## config.mk

```make
export PLATFORM = sky130hd
export DESIGN_NAME = ema_surprise_gate_unit
export DESIGN_NICKNAME = d
export VERILOG_FILES = /design/src/design/esg_pkg.sv /design/src/design/esg_cfg.sv /design/src/design/ema_surprise_gate_unit.sv
export SDC_FILE = /design/constraint.sdc
export NUM_CORES = 2
export LEC_CHECK = 0
export ABC_AREA = 1
export BUFFER_PORTS_ARGS = -buffer_cell sky130_fd_sc_hd__buf_2
export CORE_MARGIN = 5
export CORE_UTILIZATION = 55
export DETAILED_ROUTE_END_ITERATION = 6
export PLACE_DENSITY = 0.69
export SYNTH_ARGS = -nofsm -noshare
export SYNTH_HDL_FRONTEND = slang
export SYNTH_SLANG_ARGS = --single-unit
```

## constraint.sdc

```tcl
create_clock -name clk -period 13.9 [get_ports clk]
set_input_delay 0.695 -clock clk [delete_from_list [all_inputs] [get_ports clk]]
set_output_delay 0.695 -clock clk [all_outputs]
set_load 0.05 [all_outputs]
```

## src/design/esg_pkg.sv

```systemverilog
package esg_pkg;

  localparam int DEF_CHANNELS   = 8;
  localparam int DEF_VALUE_BITS = 16;

  // configuration port
  localparam int CFG_IDX_W  = 3;
  localparam int CFG_DATA_W = 16;

  localparam logic [CFG_IDX_W-1:0] CFG_ADAPTIVE = 3'd0;
  localparam logic [CFG_IDX_W-1:0] CFG_GAIN     = 3'd1;
  localparam logic [CFG_IDX_W-1:0] CFG_INTERVAL = 3'd2;
  localparam logic [CFG_IDX_W-1:0] CFG_TONE     = 3'd3;
  localparam logic [CFG_IDX_W-1:0] CFG_ENTITY   = 3'd4;
  localparam logic [CFG_IDX_W-1:0] CFG_SOURCE   = 3'd5;

  localparam logic [15:0] GAIN_RST      = 16'd19661;
  localparam logic [15:0] INTERVAL_RST  = 16'd5000;
  localparam logic [15:0] PRECISION_RST = 16'd65535;

  // operations
  localparam logic FUNC_SAMPLE = 1'b0;
  localparam logic FUNC_CLEAR  = 1'b1;

  // channel codes
  localparam logic [2:0] CH_AUDIO  = 3'd0;
  localparam logic [2:0] CH_CAMERA = 3'd1;
  localparam logic [2:0] CH_SCREEN = 3'd2;
  localparam logic [2:0] CH_BODY   = 3'd3;

  // threshold table slots
  localparam int LIM_AUDIO  = 0;
  localparam int LIM_CAMERA = 1;
  localparam int LIM_SCREEN = 2;
  localparam int LIM_BODY   = 3;
  localparam int LIM_OTHER  = 4;
  localparam int LIM_SLOTS  = 5;

  localparam logic [15:0] QUIET_MAX = 16'hFFFF;

  typedef struct packed {
    logic        func;
    logic [2:0]  channel;
    logic [15:0] sample_value;
    logic        semantic_flag;
    logic [31:0] time_ms;
  } in_t;

  typedef struct packed {
    logic        forward;
    logic [15:0] predicted_value;
    logic [15:0] quiet_count;
  } out_t;

endpackage

```

## src/design/esg_cfg.sv

```systemverilog
module esg_cfg import esg_pkg::*; #(
  parameter int VALUE_BITS = DEF_VALUE_BITS
) (
  input  logic                  clk,
  input  logic                  rst,
  input  logic                  cfg_we,
  input  logic [CFG_IDX_W-1:0]  cfg_index,
  input  logic [CFG_DATA_W-1:0] cfg_data,
  output logic [VALUE_BITS-1:0] gain,
  output logic [15:0]           interval,
  output logic [VALUE_BITS-1:0] limit [LIM_SLOTS]
);

  localparam logic [63:0] ONE64   = 64'd1 << VALUE_BITS;
  localparam logic [63:0] P5_64   = (ONE64 * 5 + 50) / 100;
  localparam logic [63:0] P8_64   = (ONE64 * 8 + 50) / 100;
  localparam logic [63:0] P10_64  = (ONE64 * 10 + 50) / 100;
  localparam logic [63:0] P12_64  = (ONE64 * 12 + 50) / 100;
  localparam logic [63:0] P15_64  = (ONE64 * 15 + 50) / 100;
  localparam logic [63:0] PRST_64 = {48'd0, PRECISION_RST} & (ONE64 - 64'd1);
  localparam logic [63:0] LRST_64 = P5_64 + (((ONE64 - PRST_64) * P15_64) >> VALUE_BITS);

  localparam logic [VALUE_BITS-1:0] P5  = P5_64[VALUE_BITS-1:0];
  localparam logic [VALUE_BITS-1:0] P8  = P8_64[VALUE_BITS-1:0];
  localparam logic [VALUE_BITS-1:0] P10 = P10_64[VALUE_BITS-1:0];
  localparam logic [VALUE_BITS-1:0] P12 = P12_64[VALUE_BITS-1:0];
  localparam logic [VALUE_BITS-1:0] P15 = P15_64[VALUE_BITS-1:0];

  localparam logic [VALUE_BITS-1:0]   LEVEL_RST = LRST_64[VALUE_BITS-1:0];
  localparam logic [CFG_DATA_W+VALUE_BITS-1:0] GAIN_RST_W =
    {{VALUE_BITS{1'b0}}, GAIN_RST};

  logic                  adaptive;
  logic [VALUE_BITS-1:0] level_tone;
  logic [VALUE_BITS-1:0] level_entity;
  logic [VALUE_BITS-1:0] level_source;

  // precision fractions keep only the low VALUE_BITS bits
  logic [CFG_DATA_W+VALUE_BITS-1:0] data_wide;
  logic [VALUE_BITS-1:0]            data_frac;
  logic [VALUE_BITS:0]              inv;
  logic [2*VALUE_BITS:0]            scaled;
  logic [VALUE_BITS-1:0]            level;

  assign data_wide = {{VALUE_BITS{1'b0}}, cfg_data};
  assign data_frac = data_wide[VALUE_BITS-1:0];
  assign inv       = (VALUE_BITS+1)'(ONE64) - {1'b0, data_frac};
  assign scaled    = {{VALUE_BITS{1'b0}}, inv} * {{(VALUE_BITS+1){1'b0}}, P15};
  assign level     = P5 + scaled[2*VALUE_BITS-1:VALUE_BITS];

  always_ff @(posedge clk) begin
    if (rst) begin
      adaptive     <= 1'b0;
      gain         <= GAIN_RST_W[VALUE_BITS-1:0];
      interval     <= INTERVAL_RST;
      level_tone   <= LEVEL_RST;
      level_entity <= LEVEL_RST;
      level_source <= LEVEL_RST;
    end else if (cfg_we) begin
      unique case (cfg_index)
        CFG_ADAPTIVE: adaptive     <= cfg_data[0];
        CFG_GAIN:     gain         <= data_frac;
        CFG_INTERVAL: interval     <= cfg_data;
        CFG_TONE:     level_tone   <= level;
        CFG_ENTITY:   level_entity <= level;
        CFG_SOURCE:   level_source <= level;
        default: ;
      endcase
    end
  end

  always_comb begin
    if (adaptive) begin
      limit[LIM_AUDIO]  = level_tone;
      limit[LIM_CAMERA] = level_entity;
      limit[LIM_SCREEN] = level_entity;
      limit[LIM_BODY]   = level_source;
    end else begin
      limit[LIM_AUDIO]  = P8;
      limit[LIM_CAMERA] = P12;
      limit[LIM_SCREEN] = P10;
      limit[LIM_BODY]   = P15;
    end
    limit[LIM_OTHER] = P10;
  end

endmodule

```

## src/design/ema_surprise_gate_unit.sv

```systemverilog
// channel  direction  handshake           payload
// in       input      in_valid/in_stall   in_data  (in_t: func, channel, sample, flag, time)
// out      output     out_valid/out_stall out_data (out_t: forward, predicted, quiet count)
// cfg      input      cfg_we              cfg_index, cfg_data
//
// One transaction per cycle sustained while the output is not stalled.
// The input register feeds one signed multiply (EMA step) and the threshold compare,
// which write the channel state and the result register at the same edge.
// Reset (rst, synchronous) clears all channel state and loads register defaults.
// A stalled result holds; the input register keeps taking transactions while the
// result register is free or being taken.
module ema_surprise_gate_unit import esg_pkg::*; #(
  parameter int CHANNELS   = DEF_CHANNELS,
  parameter int VALUE_BITS = DEF_VALUE_BITS
) (
  input  logic                  clk,
  input  logic                  rst,
  input  logic                  in_valid,
  output logic                  in_stall,
  input  in_t                   in_data,
  output logic                  out_valid,
  input  logic                  out_stall,
  output out_t                  out_data,
  input  logic                  cfg_we,
  input  logic [CFG_IDX_W-1:0]  cfg_index,
  input  logic [CFG_DATA_W-1:0] cfg_data
);

  // the channel field reaches eight channels at most
  localparam int STORE_CH = (CHANNELS < 8) ? CHANNELS : 8;
  localparam int IDX_W    = $clog2(STORE_CH);

  logic [VALUE_BITS-1:0] gain;
  logic [15:0]           interval;
  logic [VALUE_BITS-1:0] limit [LIM_SLOTS];

  esg_cfg #(.VALUE_BITS(VALUE_BITS)) u_cfg (
    .clk       (clk),
    .rst       (rst),
    .cfg_we    (cfg_we),
    .cfg_index (cfg_index),
    .cfg_data  (cfg_data),
    .gain      (gain),
    .interval  (interval),
    .limit     (limit)
  );

  // channel state
  logic [VALUE_BITS-1:0] avg_q [STORE_CH];
  logic                  vld_q [STORE_CH];
  logic [31:0]           hb_q  [STORE_CH];
  logic [15:0]           run_q [STORE_CH];

  // input register
  logic in_full;
  in_t  item;
  logic advance;

  assign advance  = in_full && (!out_valid || !out_stall);
  assign in_stall = in_full && !advance;

  always_ff @(posedge clk) begin
    if (rst) begin
      in_full <= 1'b0;
    end else if (!in_stall) begin
      in_full <= in_valid;
    end
  end

  always_ff @(posedge clk) begin
    if (in_valid && !in_stall) begin
      item <= in_data;
    end
  end

  // per-item datapath
  logic [IDX_W-1:0]             idx;
  logic                         ch_ok;
  logic [VALUE_BITS-1:0]        avg;
  logic                         vld;
  logic [31:0]                  hb;
  logic [15:0]                  run;
  logic [VALUE_BITS+15:0]       x_wide;
  logic [VALUE_BITS-1:0]        x;
  logic [VALUE_BITS-1:0]        diff;
  logic [VALUE_BITS-1:0]        lim_sel;
  logic                         surprise;
  logic                         hb_due;
  logic [VALUE_BITS-1:0]        base;
  logic signed [VALUE_BITS:0]   delta;
  logic signed [2*VALUE_BITS+1:0] prod;
  logic signed [2*VALUE_BITS+1:0] step_q;
  logic [VALUE_BITS-1:0]        blended;

  assign idx    = item.channel[IDX_W-1:0];
  assign ch_ok  = 32'(item.channel) < 32'(CHANNELS);
  assign avg    = avg_q[idx];
  assign vld    = vld_q[idx];
  assign hb     = hb_q[idx];
  assign run    = run_q[idx];
  assign x_wide = {{VALUE_BITS{1'b0}}, item.sample_value};
  assign x      = x_wide[VALUE_BITS-1:0];
  assign diff   = (x > avg) ? (x - avg) : (avg - x);
  assign hb_due = (item.time_ms - hb) > {16'd0, interval};

  always_comb begin
    unique case (item.channel)
      CH_AUDIO:  lim_sel = limit[LIM_AUDIO];
      CH_CAMERA: lim_sel = limit[LIM_CAMERA];
      CH_SCREEN: lim_sel = limit[LIM_SCREEN];
      CH_BODY:   lim_sel = limit[LIM_BODY];
      default:   lim_sel = limit[LIM_OTHER];
    endcase
  end

  assign surprise = !vld || (diff > lim_sel);

  // (g*x + (1-g)*e) >> n equals e + floor(g*(x-e) / 2^n): one multiply
  assign base    = vld ? avg : x;
  assign delta   = $signed({1'b0, x}) - $signed({1'b0, base});
  assign prod    = $signed({1'b0, gain}) * delta;
  assign step_q  = prod >>> VALUE_BITS;
  assign blended = base + step_q[VALUE_BITS-1:0];

  logic                  wr_clear;
  logic                  wr_blend;
  logic                  wr_hb;
  logic [15:0]           run_next;
  logic                  fwd;
  logic [VALUE_BITS-1:0] pred;
  logic [15:0]           quiet;

  always_comb begin
    wr_clear = 1'b0;
    wr_blend = 1'b0;
    wr_hb    = 1'b0;
    run_next = run;
    fwd      = 1'b0;
    pred     = '0;
    quiet    = '0;
    priority if (!ch_ok) begin
    end else if (item.func == FUNC_CLEAR) begin
      wr_clear = 1'b1;
    end else if (item.semantic_flag) begin
      fwd   = 1'b1;
      pred  = vld ? avg : '0;
      quiet = run;
    end else if (hb_due) begin
      wr_hb    = 1'b1;
      wr_blend = 1'b1;
      fwd      = 1'b1;
      pred     = blended;
      quiet    = run;
    end else begin
      wr_blend = 1'b1;
      if (surprise) begin
        run_next = '0;
      end else if (run != QUIET_MAX) begin
        run_next = run + 16'd1;
      end
      fwd   = surprise;
      pred  = blended;
      quiet = run_next;
    end
  end

  always_ff @(posedge clk) begin
    if (rst) begin
      for (int i = 0; i < STORE_CH; i++) begin
        avg_q[i] <= '0;
        vld_q[i] <= 1'b0;
        hb_q[i]  <= '0;
        run_q[i] <= '0;
      end
    end else if (advance) begin
      if (wr_clear) begin
        avg_q[idx] <= '0;
        vld_q[idx] <= 1'b0;
        hb_q[idx]  <= '0;
        run_q[idx] <= '0;
      end else if (wr_blend) begin
        avg_q[idx] <= blended;
        vld_q[idx] <= 1'b1;
        run_q[idx] <= run_next;
        if (wr_hb) begin
          hb_q[idx] <= item.time_ms;
        end
      end
    end
  end

  // result register
  logic [VALUE_BITS+15:0] pred_wide;
  assign pred_wide = {16'd0, pred};

  always_ff @(posedge clk) begin
    if (rst) begin
      out_valid <= 1'b0;
    end else if (advance) begin
      out_valid <= 1'b1;
    end else if (!out_stall) begin
      out_valid <= 1'b0;
    end
  end

  always_ff @(posedge clk) begin
    if (advance) begin
      out_data.forward         <= fwd;
      out_data.predicted_value <= pred_wide[15:0];
      out_data.quiet_count     <= quiet;
    end
  end

endmodule

```

==> flow_metrics.py <==
metrics = {
    "placed_design": {
        "dp_hpwl_um": 99300,
        "placement.io_buffers": 111,
        "place.gp.congestion": 0.997,
    },
    "worst_setup_path": {
        "cp_common_cell": "nand2_1",
        "crit_family": "adder cells",
        "start_kind": "flip-flop",
        "max_stage_delay_ns": 0.83,
        "worstSetupPathType": "flip-flop to flip-flop",
        "cp-end-kind": "flip-flop",
        "cp.buffers_inverters": 8,
        "crit_required_ns": 14.24,
        "crit_fanout": 62,
        "crit_slowest_cell": "dfxtp_4",
        "worstPathArrival_ns": 12.81,
    },
    "detailed_routing": {
        "drt-total-wl_um": 146000,
        "drc_errors": 0,
        "vias_per_cell": 5.81,
        "drt_iter0_drc": 3888,
        "wl_per_cell_um": 20.9,
        "antenna_left": 0,
        "dr.pass1.iters": 7,
        "dr_total_vias": 40600,
    },
    "cells_and_area": {
        "multi_input_area_mm2": 0.0255,
        "fill_cells": 8060,
        "synthToLayoutAreaGrowth_pct": 7.56,
        "fin_nets": 6434,
        "drive_gt1_frac": 0.0636,
        "register_area_mm2": 0.0199,
    },
    "yosys": {
        "syn_nets": 6421,
        "synth_edf_count": 606,
        "ys_seq_area_frac": 0.401,
        "ys_warn_count": 0,
        "ys.flop_type": "edfxtp_1",
        "netlist_area_mm2": 0.0496,
        "synth_cells": 5738,
        "async_flop_share": 0,
        "synth.distinct_cells": 65,
        "syn-mean-instance-area_um2": 8.65,
        "yosys_register_bits": 692,
    },
    "sta": {
        "min_period_ns": 12.47,
        "tightest_slew_ns": 1.21,
        "hold_ws_ns": 0.216,
        "skew_ns": 0.0359,
        "slew_viol_final": 0,
        "fin_crit_sh": 0.897,
        "rsz0062_at_grt": "false",
        "setup-tns-final_ns": 0,
        "relSlewSlack": 0.193,
        "setup-violations-final": 0,
        "hold_viol": 0,
        "fmax_mhz": 80.2,
    },
    "floorplan": {
        "core_area_mm2": 0.0897,
        "std_cell_rows": 110,
        "die_w_um": 310,
        "pin_count": 112,
        "dieArea_mm2": 0.0964,
        "start_util": 0.553,
        "fp.dieH_um": 310,
    },
    "hold_path": {
        "hold_class": "input pin to flip-flop",
        "hp-start": "in_data[0]",
    },
    "clock_network": {
        "holdBufCountCts": 0,
        "cts_made_buffers": 76,
        "cts_root_buf": "clkbuf_16",
        "cts_tree": "yes",
        "post_cts_buffers": 0,
        "cts.clk_slew.worst_paths_ns": 0.06,
        "worstSkewPairLatency_ns": 0.66,
        "cts_buffer_depth": 3,
        "cts_sinks": 692,
        "ctsResizeCount": 0,
        "cts-htree-levels": 3,
    },
    "grt": {
        "grt_max_degree": 150,
        "gr-total-overflow": 0,
        "antenna_found_initial": 2,
        "grt_pass1_vias": 39600,
        "grt_pass1_wl_um": 225000,
        "grt_usage": 0.301,
    },
    "status": {
        "status": "finished clean",
    },
    "job": {
        "cap_viol_max_count": 0,
    },
}
-- metal layers --
metal	wire length (µm)	GRT usage
met3	14000	0.0529
met4	3490	0.0765
met1	62200	0.432
met5	0	0
met2	66000	0.481
-- cell usage after synthesis, types with 33 or more instances --
| cell type | number | area share |
|---|---|---|
| nand4_1 | 45 | 0.0057 |
| fa_1 | 277 | 0.11 |
| inv_1 | 829 | 0.063 |
| edfxtp_1 | 606 | 0.37 |
| clkbuf_1 | 169 | 0.013 |
| xor2_1 | 66 | 0.012 |
| nor2_1 | 998 | 0.075 |
| o22ai_1 | 83 | 0.010 |
| a21oi_1 | 372 | 0.038 |
| nand3_1 | 171 | 0.017 |
| ha_1 | 329 | 0.083 |
| o21ai_0 | 427 | 0.043 |
| nand2_1 | 847 | 0.064 |
| o221ai_1 | 38 | 0.0067 |
| o21ai_1 | 49 | 0.0049 |
| dfxtp_1 | 86 | 0.035 |
| o211ai_1 | 33 | 0.0050 |
-- layout by cell type, fill, tap and decap left out, types with 8 or more instances in the layout --
master,instances
a31oi_1,8
o21a_1,8
clkinv_1,22
nand2_4,11
nand4_1,45
inv_1,823
nand3_1,171
nor2_1,998
nor4_1,12
clkbuf_16,77
nand2_2,31
clkbuf_1,22
o21ai_0,427
xor2_1,66
o21ai_1,49
a211oi_1,16
o221ai_1,38
nand2_1,827
fa_1,277
xnor2_1,29
or2_2,22
o21bai_1,16
dfxtp_1,83
ha_1,329
nor3_1,27
o22ai_1,83
edfxtp_1,606
buf_2,111
a21o_1,8
a21oi_1,371
o211ai_1,33
nand3_2,8
buf_4,53
-- final timing paths --
kind | end | slack [ns] | cells past startpoint
setup reg to reg | out_data[28]$_SDFFCE_PP0P_ | 1.43 | 54
setup / recovery | out_data[28]$_SDFFCE_PP0P_ | 1.43 | 54
hold reg to reg | u_cfg.level_source[7]$_SDFFE_PP1P_ | 0.47 | 2
hold / removal | item[0]$_DFFE_PP_ | 0.22 | 1
-- cell families (layout without fill, tap and decap cells) --
kind of cell    after synthesis  after routing  share of synthesized area
compound gates             1083           1083                      0.120
xor+xnor                     95             95                     0.0168
fa+ha+maj                   606            606                      0.195
buf+inv                    1073           1140                     0.0859
flops                       692            692                      0.401
mux                           9              9                    0.00189
other cells                   0              1                          0
simple gates               2180           2180                      0.179
-- registers in the layout, summed over array words and instances, names as in the netlist, named ones only --
register            cells
out_valid               1
vld_q                   8
u_cfg.level_entity     16
avg_q                 128
u_cfg.gain             16
hb_q                  256
item                   34
u_cfg.level_tone       16
run_q                 128
idx                     3
u_cfg.adaptive          1
u_cfg.level_source     16
x                      16
u_cfg.interval         16
in_full                 1
out_data               33
-- stage by stage --
stage / instances / cell area [µm²] / setup slack (ns) / utilization
floorplan: 5738 / 49600 / 3.38 / -
global placement: 6849 / 51100 / 1.78 / 0.569
detailed placement: 6849 / 51100 / 1.58 / 0.569
CTS: 6981 / 53400 / 1.56 / 0.595
global route: 6981 / 53400 / 0.462 / 0.595
finish: 6982 / 53400 / 1.43 / 0.595
-- layout make-up --
type	count	area share
multi-input combinational	3973	0.478
tap	1176	0.0276
antenna	1	0.0000469
timing repair buffer	164	0.0179
clock inverter	31	0.00560
sequential	692	0.373
clock buffer	101	0.0381
inverter	844	0.0595
Power is left out: the tool's default activity adds up to more than one toggle a clock period on the data nets, which glitch-free logic cannot reach.
